File: src/hw/rtl/shs_pkg.sv
// Types, constants and helper functions shared by the SHA-256 stream hasher.
package shs_pkg;

	typedef logic [31:0] word_t;
	typedef logic [7:0][31:0] hvec_t;

	typedef enum logic [2:0] {
		ST_IDLE,
		ST_ROUND,
		ST_ADD,
		ST_PAD,
		ST_OUT
	} state_t;

	typedef enum logic [1:0] {
		PAD_MARK,
		PAD_ZERO,
		PAD_LEN
	} pad_kind_t;

	typedef struct packed {
		logic      shift_msg;
		logic      shift_pad;
		pad_kind_t pad_kind;
		logic [2:0] len_idx;
		logic      load_vars;
		logic      do_round;
		logic      add_hash;
		logic      clear_all;
		logic [5:0] round;
		logic [2:0] word;
	} ctl_t;

	localparam logic [7:0] PAD_MARK_BYTE = 8'h80;
	localparam logic [5:0] LEN_START = 6'd56;
	localparam logic [5:0] FILL_LAST = 6'd63;
	localparam logic [5:0] ROUND_LAST = 6'd63;
	localparam logic [2:0] WORD_LAST = 3'd7;

	localparam hvec_t H_INIT = {
		32'h5BE0CD19, 32'h1F83D9AB, 32'h9B05688C, 32'h510E527F,
		32'hA54FF53A, 32'h3C6EF372, 32'hBB67AE85, 32'h6A09E667
	};

	localparam word_t ROUND_K [64] = '{
		32'h428A2F98, 32'h71374491, 32'hB5C0FBCF, 32'hE9B5DBA5,
		32'h3956C25B, 32'h59F111F1, 32'h923F82A4, 32'hAB1C5ED5,
		32'hD807AA98, 32'h12835B01, 32'h243185BE, 32'h550C7DC3,
		32'h72BE5D74, 32'h80DEB1FE, 32'h9BDC06A7, 32'hC19BF174,
		32'hE49B69C1, 32'hEFBE4786, 32'h0FC19DC6, 32'h240CA1CC,
		32'h2DE92C6F, 32'h4A7484AA, 32'h5CB0A9DC, 32'h76F988DA,
		32'h983E5152, 32'hA831C66D, 32'hB00327C8, 32'hBF597FC7,
		32'hC6E00BF3, 32'hD5A79147, 32'h06CA6351, 32'h14292967,
		32'h27B70A85, 32'h2E1B2138, 32'h4D2C6DFC, 32'h53380D13,
		32'h650A7354, 32'h766A0ABB, 32'h81C2C92E, 32'h92722C85,
		32'hA2BFE8A1, 32'hA81A664B, 32'hC24B8B70, 32'hC76C51A3,
		32'hD192E819, 32'hD6990624, 32'hF40E3585, 32'h106AA070,
		32'h19A4C116, 32'h1E376C08, 32'h2748774C, 32'h34B0BCB5,
		32'h391C0CB3, 32'h4ED8AA4A, 32'h5B9CCA4F, 32'h682E6FF3,
		32'h748F82EE, 32'h78A5636F, 32'h84C87814, 32'h8CC70208,
		32'h90BEFFFA, 32'hA4506CEB, 32'hBEF9A3F7, 32'hC67178F2
	};

	function automatic word_t rotr(word_t x, int unsigned n);
		return (x >> n) | (x << (32 - n));
	endfunction

	function automatic word_t big_sigma0(word_t x);
		return rotr(x, 2) ^ rotr(x, 13) ^ rotr(x, 22);
	endfunction

	function automatic word_t big_sigma1(word_t x);
		return rotr(x, 6) ^ rotr(x, 11) ^ rotr(x, 25);
	endfunction

	function automatic word_t small_sigma0(word_t x);
		return rotr(x, 7) ^ rotr(x, 18) ^ (x >> 3);
	endfunction

	function automatic word_t small_sigma1(word_t x);
		return rotr(x, 17) ^ rotr(x, 19) ^ (x >> 10);
	endfunction

endpackage

File: src/hw/rtl/shs_round.sv
// Shared SHA-256 round unit: one compression round and one message schedule step.
module shs_round (
	input  shs_pkg::hvec_t vars,
	input  shs_pkg::word_t k,
	input  shs_pkg::word_t w0,
	input  shs_pkg::word_t w1,
	input  shs_pkg::word_t w9,
	input  shs_pkg::word_t w14,
	output shs_pkg::hvec_t vars_next,
	output shs_pkg::word_t w_next
);
	import shs_pkg::*;

	word_t t1;
	word_t t2;
	word_t ch;
	word_t maj;

	always_comb begin
		ch  = (vars[4] & vars[5]) ^ (~vars[4] & vars[6]);
		maj = (vars[0] & vars[1]) ^ (vars[0] & vars[2]) ^ (vars[1] & vars[2]);
		t1  = vars[7] + big_sigma1(vars[4]) + ch + k + w0;
		t2  = big_sigma0(vars[0]) + maj;
		vars_next[7] = vars[6];
		vars_next[6] = vars[5];
		vars_next[5] = vars[4];
		vars_next[4] = vars[3] + t1;
		vars_next[3] = vars[2];
		vars_next[2] = vars[1];
		vars_next[1] = vars[0];
		vars_next[0] = t1 + t2;
		w_next = small_sigma1(w14) + w9 + small_sigma0(w1) + w0;
	end

endmodule

File: src/hw/rtl/shs_ctrl.sv
// Sequencer of the SHA-256 stream hasher: byte fill, padding, rounds and digest output.
module shs_ctrl (
	input  logic         clk,
	input  logic         arst_n,
	input  logic         in_valid,
	input  logic         in_has,
	input  logic         in_eom,
	output logic         in_ready,
	output logic         out_valid,
	input  logic         out_ready,
	output shs_pkg::ctl_t ctl
);
	import shs_pkg::*;

	state_t     state_q, state_d;
	logic [5:0] fill_q, fill_d;
	logic [5:0] round_q, round_d;
	logic [2:0] word_q, word_d;
	logic       eom_q, eom_d;
	logic       mark_q, mark_d;
	logic       len_ok_q, len_ok_d;
	logic       last_blk_q, last_blk_d;

	always_ff @(posedge clk or negedge arst_n) begin
		if (!arst_n) begin
			state_q    <= ST_IDLE;
			fill_q     <= '0;
			round_q    <= '0;
			word_q     <= '0;
			eom_q      <= 1'b0;
			mark_q     <= 1'b0;
			len_ok_q   <= 1'b0;
			last_blk_q <= 1'b0;
		end else begin
			state_q    <= state_d;
			fill_q     <= fill_d;
			round_q    <= round_d;
			word_q     <= word_d;
			eom_q      <= eom_d;
			mark_q     <= mark_d;
			len_ok_q   <= len_ok_d;
			last_blk_q <= last_blk_d;
		end
	end

	always_comb begin
		state_d    = state_q;
		fill_d     = fill_q;
		round_d    = round_q;
		word_d     = word_q;
		eom_d      = eom_q;
		mark_d     = mark_q;
		len_ok_d   = len_ok_q;
		last_blk_d = last_blk_q;
		in_ready   = 1'b0;
		out_valid  = 1'b0;
		ctl           = '0;
		ctl.pad_kind  = PAD_ZERO;
		ctl.len_idx   = ~fill_q[2:0];
		ctl.round     = round_q;
		ctl.word      = word_q;
		unique case (state_q)
			ST_IDLE: begin
				in_ready = 1'b1;
				if (in_valid) begin
					if (in_has) begin
						ctl.shift_msg = 1'b1;
						fill_d = fill_q + 6'd1;
					end
					if (in_has && fill_q == FILL_LAST) begin
						ctl.load_vars = 1'b1;
						round_d = '0;
						eom_d   = in_eom;
						state_d = ST_ROUND;
					end else if (in_eom) begin
						eom_d   = 1'b1;
						state_d = ST_PAD;
					end
				end
			end
			ST_ROUND: begin
				ctl.do_round = 1'b1;
				round_d = round_q + 6'd1;
				if (round_q == ROUND_LAST) begin
					state_d = ST_ADD;
				end
			end
			ST_ADD: begin
				ctl.add_hash = 1'b1;
				word_d = '0;
				if (last_blk_q) begin
					state_d = ST_OUT;
				end else if (eom_q) begin
					state_d = ST_PAD;
				end else begin
					state_d = ST_IDLE;
				end
			end
			ST_PAD: begin
				ctl.shift_pad = 1'b1;
				fill_d = fill_q + 6'd1;
				if (!mark_q) begin
					ctl.pad_kind = PAD_MARK;
					mark_d = 1'b1;
				end else if (len_ok_q && fill_q >= LEN_START) begin
					ctl.pad_kind = PAD_LEN;
				end
				len_ok_d = (mark_q ? len_ok_q : (fill_q < LEN_START)) | (fill_q == FILL_LAST);
				if (fill_q == FILL_LAST) begin
					ctl.load_vars = 1'b1;
					round_d    = '0;
					last_blk_d = mark_q & len_ok_q;
					state_d    = ST_ROUND;
				end
			end
			ST_OUT: begin
				out_valid = 1'b1;
				if (out_ready) begin
					word_d = word_q + 3'd1;
					if (word_q == WORD_LAST) begin
						ctl.clear_all = 1'b1;
						fill_d     = '0;
						eom_d      = 1'b0;
						mark_d     = 1'b0;
						len_ok_d   = 1'b0;
						last_blk_d = 1'b0;
						state_d    = ST_IDLE;
					end
				end
			end
			default: begin
				state_d = ST_IDLE;
			end
		endcase
	end

endmodule

File: src/hw/rtl/sha256_stream_hasher_core.sv
// Top level of the SHA-256 stream hasher: block shift line, hash state and round unit.
// Each input transfer may append one message byte (tuser high) and may close the message
// (tlast high). A transfer that only appends a byte leaves the input ready. A transfer that
// fills the 64-byte block holds the input off while the single round unit runs one of the 64
// rounds per cycle and an add step then adds the result into the hash words. A closing
// transfer then shifts the padding and length into the block one byte per cycle, needing one
// or two further compressions, after which the eight digest words leave as eight
// output transfers, word 0 first with tlast on word 7; the input stays closed until the last
// of them is taken, and the hash then starts again from its initial value.
module sha256_stream_hasher_core (
	input  logic        clk,
	input  logic        arst_n,
	input  logic        s_axis_tvalid,
	output logic        s_axis_tready,
	input  logic [7:0]  s_axis_tdata,  // [7:0] data_byte
	input  logic        s_axis_tuser,  // [0] has_byte
	input  logic        s_axis_tlast,
	output logic        m_axis_tvalid,
	input  logic        m_axis_tready,
	output logic [31:0] m_axis_tdata,  // [31:0] digest_word
	output logic [2:0]  m_axis_tuser,  // [2:0] word_index
	output logic        m_axis_tlast
);
	import shs_pkg::*;

	ctl_t          ctl;
	logic [511:0]  blk_q;
	hvec_t         vars_q;
	hvec_t         hash_q;
	hvec_t         vars_next;
	word_t         w_next;
	logic [60:0]   byte_cnt_q;
	logic [63:0]   len_bits;
	logic [7:0]    pad_byte;

	shs_ctrl u_ctrl (
		.clk       (clk),
		.arst_n    (arst_n),
		.in_valid  (s_axis_tvalid),
		.in_has    (s_axis_tuser),
		.in_eom    (s_axis_tlast),
		.in_ready  (s_axis_tready),
		.out_valid (m_axis_tvalid),
		.out_ready (m_axis_tready),
		.ctl       (ctl)
	);

	shs_round u_round (
		.vars      (vars_q),
		.k         (ROUND_K[ctl.round]),
		.w0        (blk_q[511:480]),
		.w1        (blk_q[479:448]),
		.w9        (blk_q[223:192]),
		.w14       (blk_q[63:32]),
		.vars_next (vars_next),
		.w_next    (w_next)
	);

	assign len_bits = {byte_cnt_q, 3'b000};

	always_comb begin
		unique case (ctl.pad_kind)
			PAD_MARK: pad_byte = PAD_MARK_BYTE;
			PAD_LEN:  pad_byte = len_bits[{ctl.len_idx, 3'b000} +: 8];
			default:  pad_byte = 8'h00;
		endcase
	end

	always_ff @(posedge clk) begin
		if (ctl.shift_msg) begin
			blk_q <= {blk_q[503:0], s_axis_tdata};
		end else if (ctl.shift_pad) begin
			blk_q <= {blk_q[503:0], pad_byte};
		end else if (ctl.do_round) begin
			blk_q <= {blk_q[479:0], w_next};
		end
		if (ctl.load_vars) begin
			vars_q <= hash_q;
		end else if (ctl.do_round) begin
			vars_q <= vars_next;
		end
	end

	always_ff @(posedge clk or negedge arst_n) begin
		if (!arst_n) begin
			hash_q     <= H_INIT;
			byte_cnt_q <= '0;
		end else begin
			if (ctl.clear_all) begin
				hash_q     <= H_INIT;
				byte_cnt_q <= '0;
			end else begin
				if (ctl.add_hash) begin
					for (int i = 0; i < 8; i++) begin
						hash_q[i] <= hash_q[i] + vars_q[i];
					end
				end
				if (ctl.shift_msg) begin
					byte_cnt_q <= byte_cnt_q + 61'd1;
				end
			end
		end
	end

	assign m_axis_tdata = hash_q[ctl.word];
	assign m_axis_tuser = ctl.word;
	assign m_axis_tlast = (ctl.word == WORD_LAST);

`ifndef NO_ASSERTIONS
	a_no_input_while_output: assert property (@(posedge clk) disable iff (!arst_n)
		m_axis_tvalid |-> !s_axis_tready)
		else $error("Input accepted while the digest is being sent.");

	a_word_order: assert property (@(posedge clk) disable iff (!arst_n)
		(m_axis_tvalid && m_axis_tready && !m_axis_tlast) |=>
		(m_axis_tvalid && m_axis_tuser == 3'($past(m_axis_tuser) + 3'd1)))
		else $error("Digest words are not sent in consecutive order.");

	a_ready_after_digest: assert property (@(posedge clk) disable iff (!arst_n)
		(m_axis_tvalid && m_axis_tready && m_axis_tlast) |=>
		(s_axis_tready && !m_axis_tvalid))
		else $error("Hasher did not return to idle after the final digest word.");
`endif

endmodule
File: config.mk
export PLATFORM = sky130hd
export DESIGN_NAME = sha256_stream_hasher_core
export DESIGN_NICKNAME = d
export VERILOG_FILES = /design/src/hw/rtl/shs_pkg.sv /design/src/hw/rtl/shs_round.sv /design/src/hw/rtl/shs_ctrl.sv /design/src/hw/rtl/sha256_stream_hasher_core.sv
export SDC_FILE = /design/constraint.sdc
export NUM_CORES = 2
export LEC_CHECK = 0
export ABC_AREA = 1
export BUFFER_PORTS_ARGS = -buffer_cell sky130_fd_sc_hd__buf_2
export CAP_MARGIN = 10
export CORE_MARGIN = 2
export CORE_UTILIZATION = 40
export CTS_BUF_LIST = sky130_fd_sc_hd__clkbuf_2 sky130_fd_sc_hd__clkbuf_4 sky130_fd_sc_hd__clkbuf_8
export CTS_CLUSTER_SIZE = 16
export DETAILED_ROUTE_END_ITERATION = 10
export GPL_TIMING_DRIVEN = 0
export PLACE_DENSITY = 0.63
export SETUP_SLACK_MARGIN = 0.02
export SYNTH_ARGS = -nofsm -noshare
export SYNTH_HDL_FRONTEND = slang
export SYNTH_SLANG_ARGS = --single-unit
File: constraint.sdc
create_clock -name clk -period 17.3 [get_ports clk]
set_clock_uncertainty 0.1 [all_clocks]
set_input_delay 3.46 -clock clk [delete_from_list [all_inputs] [get_ports clk]]
set_output_delay 3.46 -clock clk [all_outputs]
set_load 0.01 [all_outputs]
==> flow_summary.json <==
{
  "clk_latency_ns": 1.06,
  "die_w_um": 457,
  "clock-root-buffer": "clkbuf_8",
  "track_usage": 0.358,
  "whs_endpoint": "blk_q[305]",
  "cp_max_fo": 10,
  "final-setup-viol-count": 0,
  "slew_headroom": 0.0599,
  "wl_met2_mm": 159,
  "start_util": 0.402,
  "rsz0062_at_grt": "false",
  "first_pass_iters": 7,
  "synthToLayoutAreaGrowth_pct": 10.6,
  "r2r_end": "vars_q[25]",
  "clk_pin_slew_ns": 0.06,
  "max_freq_ghz": 0.104,
  "highest_layer": "met5",
  "grt_max_degree": 104,
  "grt_overflow": 0,
  "required_ns": 17.86,
  "drcViolationCount": 0,
  "cts_hold_buf": 0,
  "worstMarginPinSlew_ns": 1.41,
  "synth_seq_cells": 1107,
  "rows": 166,
  "setup_ws_ns": 7.71,
  "end_kind": "register",
  "io_pins": 52,
  "finalHoldViolCount": 0,
  "wl_per_cell_um": 27.9,
  "dp_slack_ns": 7.94,
  "ys_warn_count": 0,
  "r2r_start": "u_ctrl.round_q[0]",
  "drtIter0Drc": 11516,
  "antenna_found_initial": 33,
  "fin_crit_ns": 9.59,
  "wl_met3_mm": 41.7,
  "grt_pass1_wl_mm": 539,
  "post-place-cells": 13356,
  "synth_area_mm2": 0.0822,
  "syn-num-nets": 11210,
  "num_vias": 80321,
  "status": "complete, no violations",
  "cts.sinks": 1107,
  "die_h_um": 457,
  "period_share": 0.555,
  "setup.worst_path.start_class": "register",
  "cts_resized": 0,
  "synthDistinctLibCells": 77,
  "synthArstFlopShare": 0.306,
  "core_region_area_mm2": 0.204,
  "wl_mm": 384,
  "synthCells": 10596,
  "reg2reg_slack_ns": 7.71,
  "nets": 11488,
  "synth-edff-count": 768,
  "clk_path_buf_depth": 3,
  "gp_congestion": 1.09,
  "maxSlewViolCount": 0,
  "whs_path_depth": 2,
  "final_common_cell": "nand2_1",
  "final_layout_size_suffix_gt1_frac": 0.0750,
  "cts_tree": "built",
  "min_from": "blk_q[297]",
  "hold_path_class": "reg2reg",
  "ys_seq_area_frac": 0.386,
  "dp_hpwl_mm": 306,
  "crit_slowest_cell": "nor2_1",
  "crit_top_cell": "o21ai_0",
  "avgSynthCellArea_um2": 7.76,
  "max_cap_viol_count": 0,
  "cts_buffers": 204,
  "cp.arrival_ns": 10.15,
  "post_cts_buffers": 0,
  "die-area_mm2": 0.209,
  "cp_slowest_stage_delay_ns": 0.69,
  "crit_type": "reg2reg",
  "port_buffers": 51,
  "final_cell_mix": "2887 x nand2_1, 1499 x inv_1, 1014 x o21ai_0",
  "rr_worst_depth": 29,
  "cts.htree.levels": 4,
  "synth-main-ff-cell": "edfxtp_1",
  "grt_pass1_vias": 75231,
  "detail-route-antenna-nets": 0,
  "stdcell_count": 13759,
  "drt-met1-wl_mm": 158,
  "avgViaCountPerCell": 5.84
}
==> layout make-up <==
type	count	area [um^2]
Antenna cell	21	52.6
Buffer	406	1840
Clock buffer	289	3540
Clock inverter	93	933
Fill cell	20755	114000
Inverter	1512	5680
Multi-Input combinational cell	7571	43000
Sequential cell	1107	31700
Tap cell	2688	3360
Timing Repair Buffer	72	736
==> synthesized netlist by cell type, types with 11 or more instances <==
cell | instances | area, um^2
o211ai_1 | 38 | 285
clkbuf_1 | 227 | 852
a21boi_0 | 35 | 263
mux2i_1 | 47 | 470
maj3_1 | 11 | 110
or2_2 | 24 | 150
a21o_1 | 45 | 338
o21ai_1 | 11 | 55.1
dfrtp_1 | 203 | 5080
nor4_1 | 29 | 181
ha_1 | 404 | 5050
buf_2 | 143 | 716
edfxtp_1 | 768 | 23100
o21bai_1 | 43 | 323
nor3_1 | 129 | 646
o21a_1 | 31 | 233
o221ai_1 | 24 | 210
a31oi_1 | 60 | 375
a21oi_1 | 727 | 3640
a221oi_1 | 18 | 158
nand2_1 | 2888 | 10800
o21ai_0 | 1014 | 5070
o22ai_1 | 118 | 738
fa_1 | 196 | 3920
xnor2_1 | 169 | 1480
dfstp_2 | 136 | 3570
a211oi_1 | 13 | 97.6
nand3b_1 | 17 | 128
nand4_1 | 116 | 726
xor2_1 | 246 | 2150
nor2_1 | 648 | 2430
inv_1 | 1499 | 5630
o31ai_1 | 17 | 128
buf_4 | 19 | 143
nand3_1 | 349 | 1750
==> metal layers <==
metal  track usage  up-vias
met5             0        -
met4         0.200       16
met3        0.0823     1014
met2         0.520     4827
met1         0.489    38776
li1              -    35688
==> through the flow <==
stage	utilization	TNS [ns]	cell area [um^2]	hold slack, ns
global placement	0.420	-2906.87	85800	0.394
floorplan	-	0	82200	0.363
global route	0.444	0	90800	0.383
finish	0.445	0	90800	0.331
CTS	0.444	0	90800	0.325
detailed placement	0.422	0	86300	0.410
==> cell families after synthesis <==
group,Yosys count,synth area share
DFF,1107,0.386
and+or+nand+nor,4237,0.209
muxes,47,0.00572
xor gates and xnor gates,415,0.0442
AOI/OAI and AO/OA,2261,0.153
buffers and inverters,1918,0.0912
adders and majority gates,611,0.111
==> critical path, delay by kind of cell, from the launching register on <==
kind	cells	cell delay (ns)
AOI/OAI and AO/OA	14	3.30
adders and majority gates	5	2.42
buffers and inverters	5	1.21
and+or+nand+nor	4	1.17
xor gates and xnor gates	1	0.60
DFF	1	0.46
==> state kept, by name, summed over array words and instances, names as in the netlist, 3 cells and up <==
name	flops
blk_q	512
byte_cnt_q	61
hash_q	256
u_ctrl.fill_q	6
u_ctrl.round_q	6
u_ctrl.state_q	3
u_ctrl.word_q	3
vars_q	256
==> how the worst max path moves through the flow <==
| stage | startpoint | to | slack (ns) |
|---|---|---|---|
| global route | u_ctrl.round_q[0] | vars_q[25] | 7.37 |
| global placement | s_axis_tuser | blk_q[131] | -5.74 |
| finish | u_ctrl.round_q[0] | vars_q[25] | 7.71 |
| floorplan | s_axis_tuser | blk_q[0] | 0.88 |
| detailed placement | u_ctrl.round_q[0] | vars_q[25] | 7.94 |
| CTS | u_ctrl.round_q[0] | vars_q[25] | 7.92 |
Power is not shown: default switching activity piles up to over one toggle a cycle in this logic, so the estimate is an artifact.
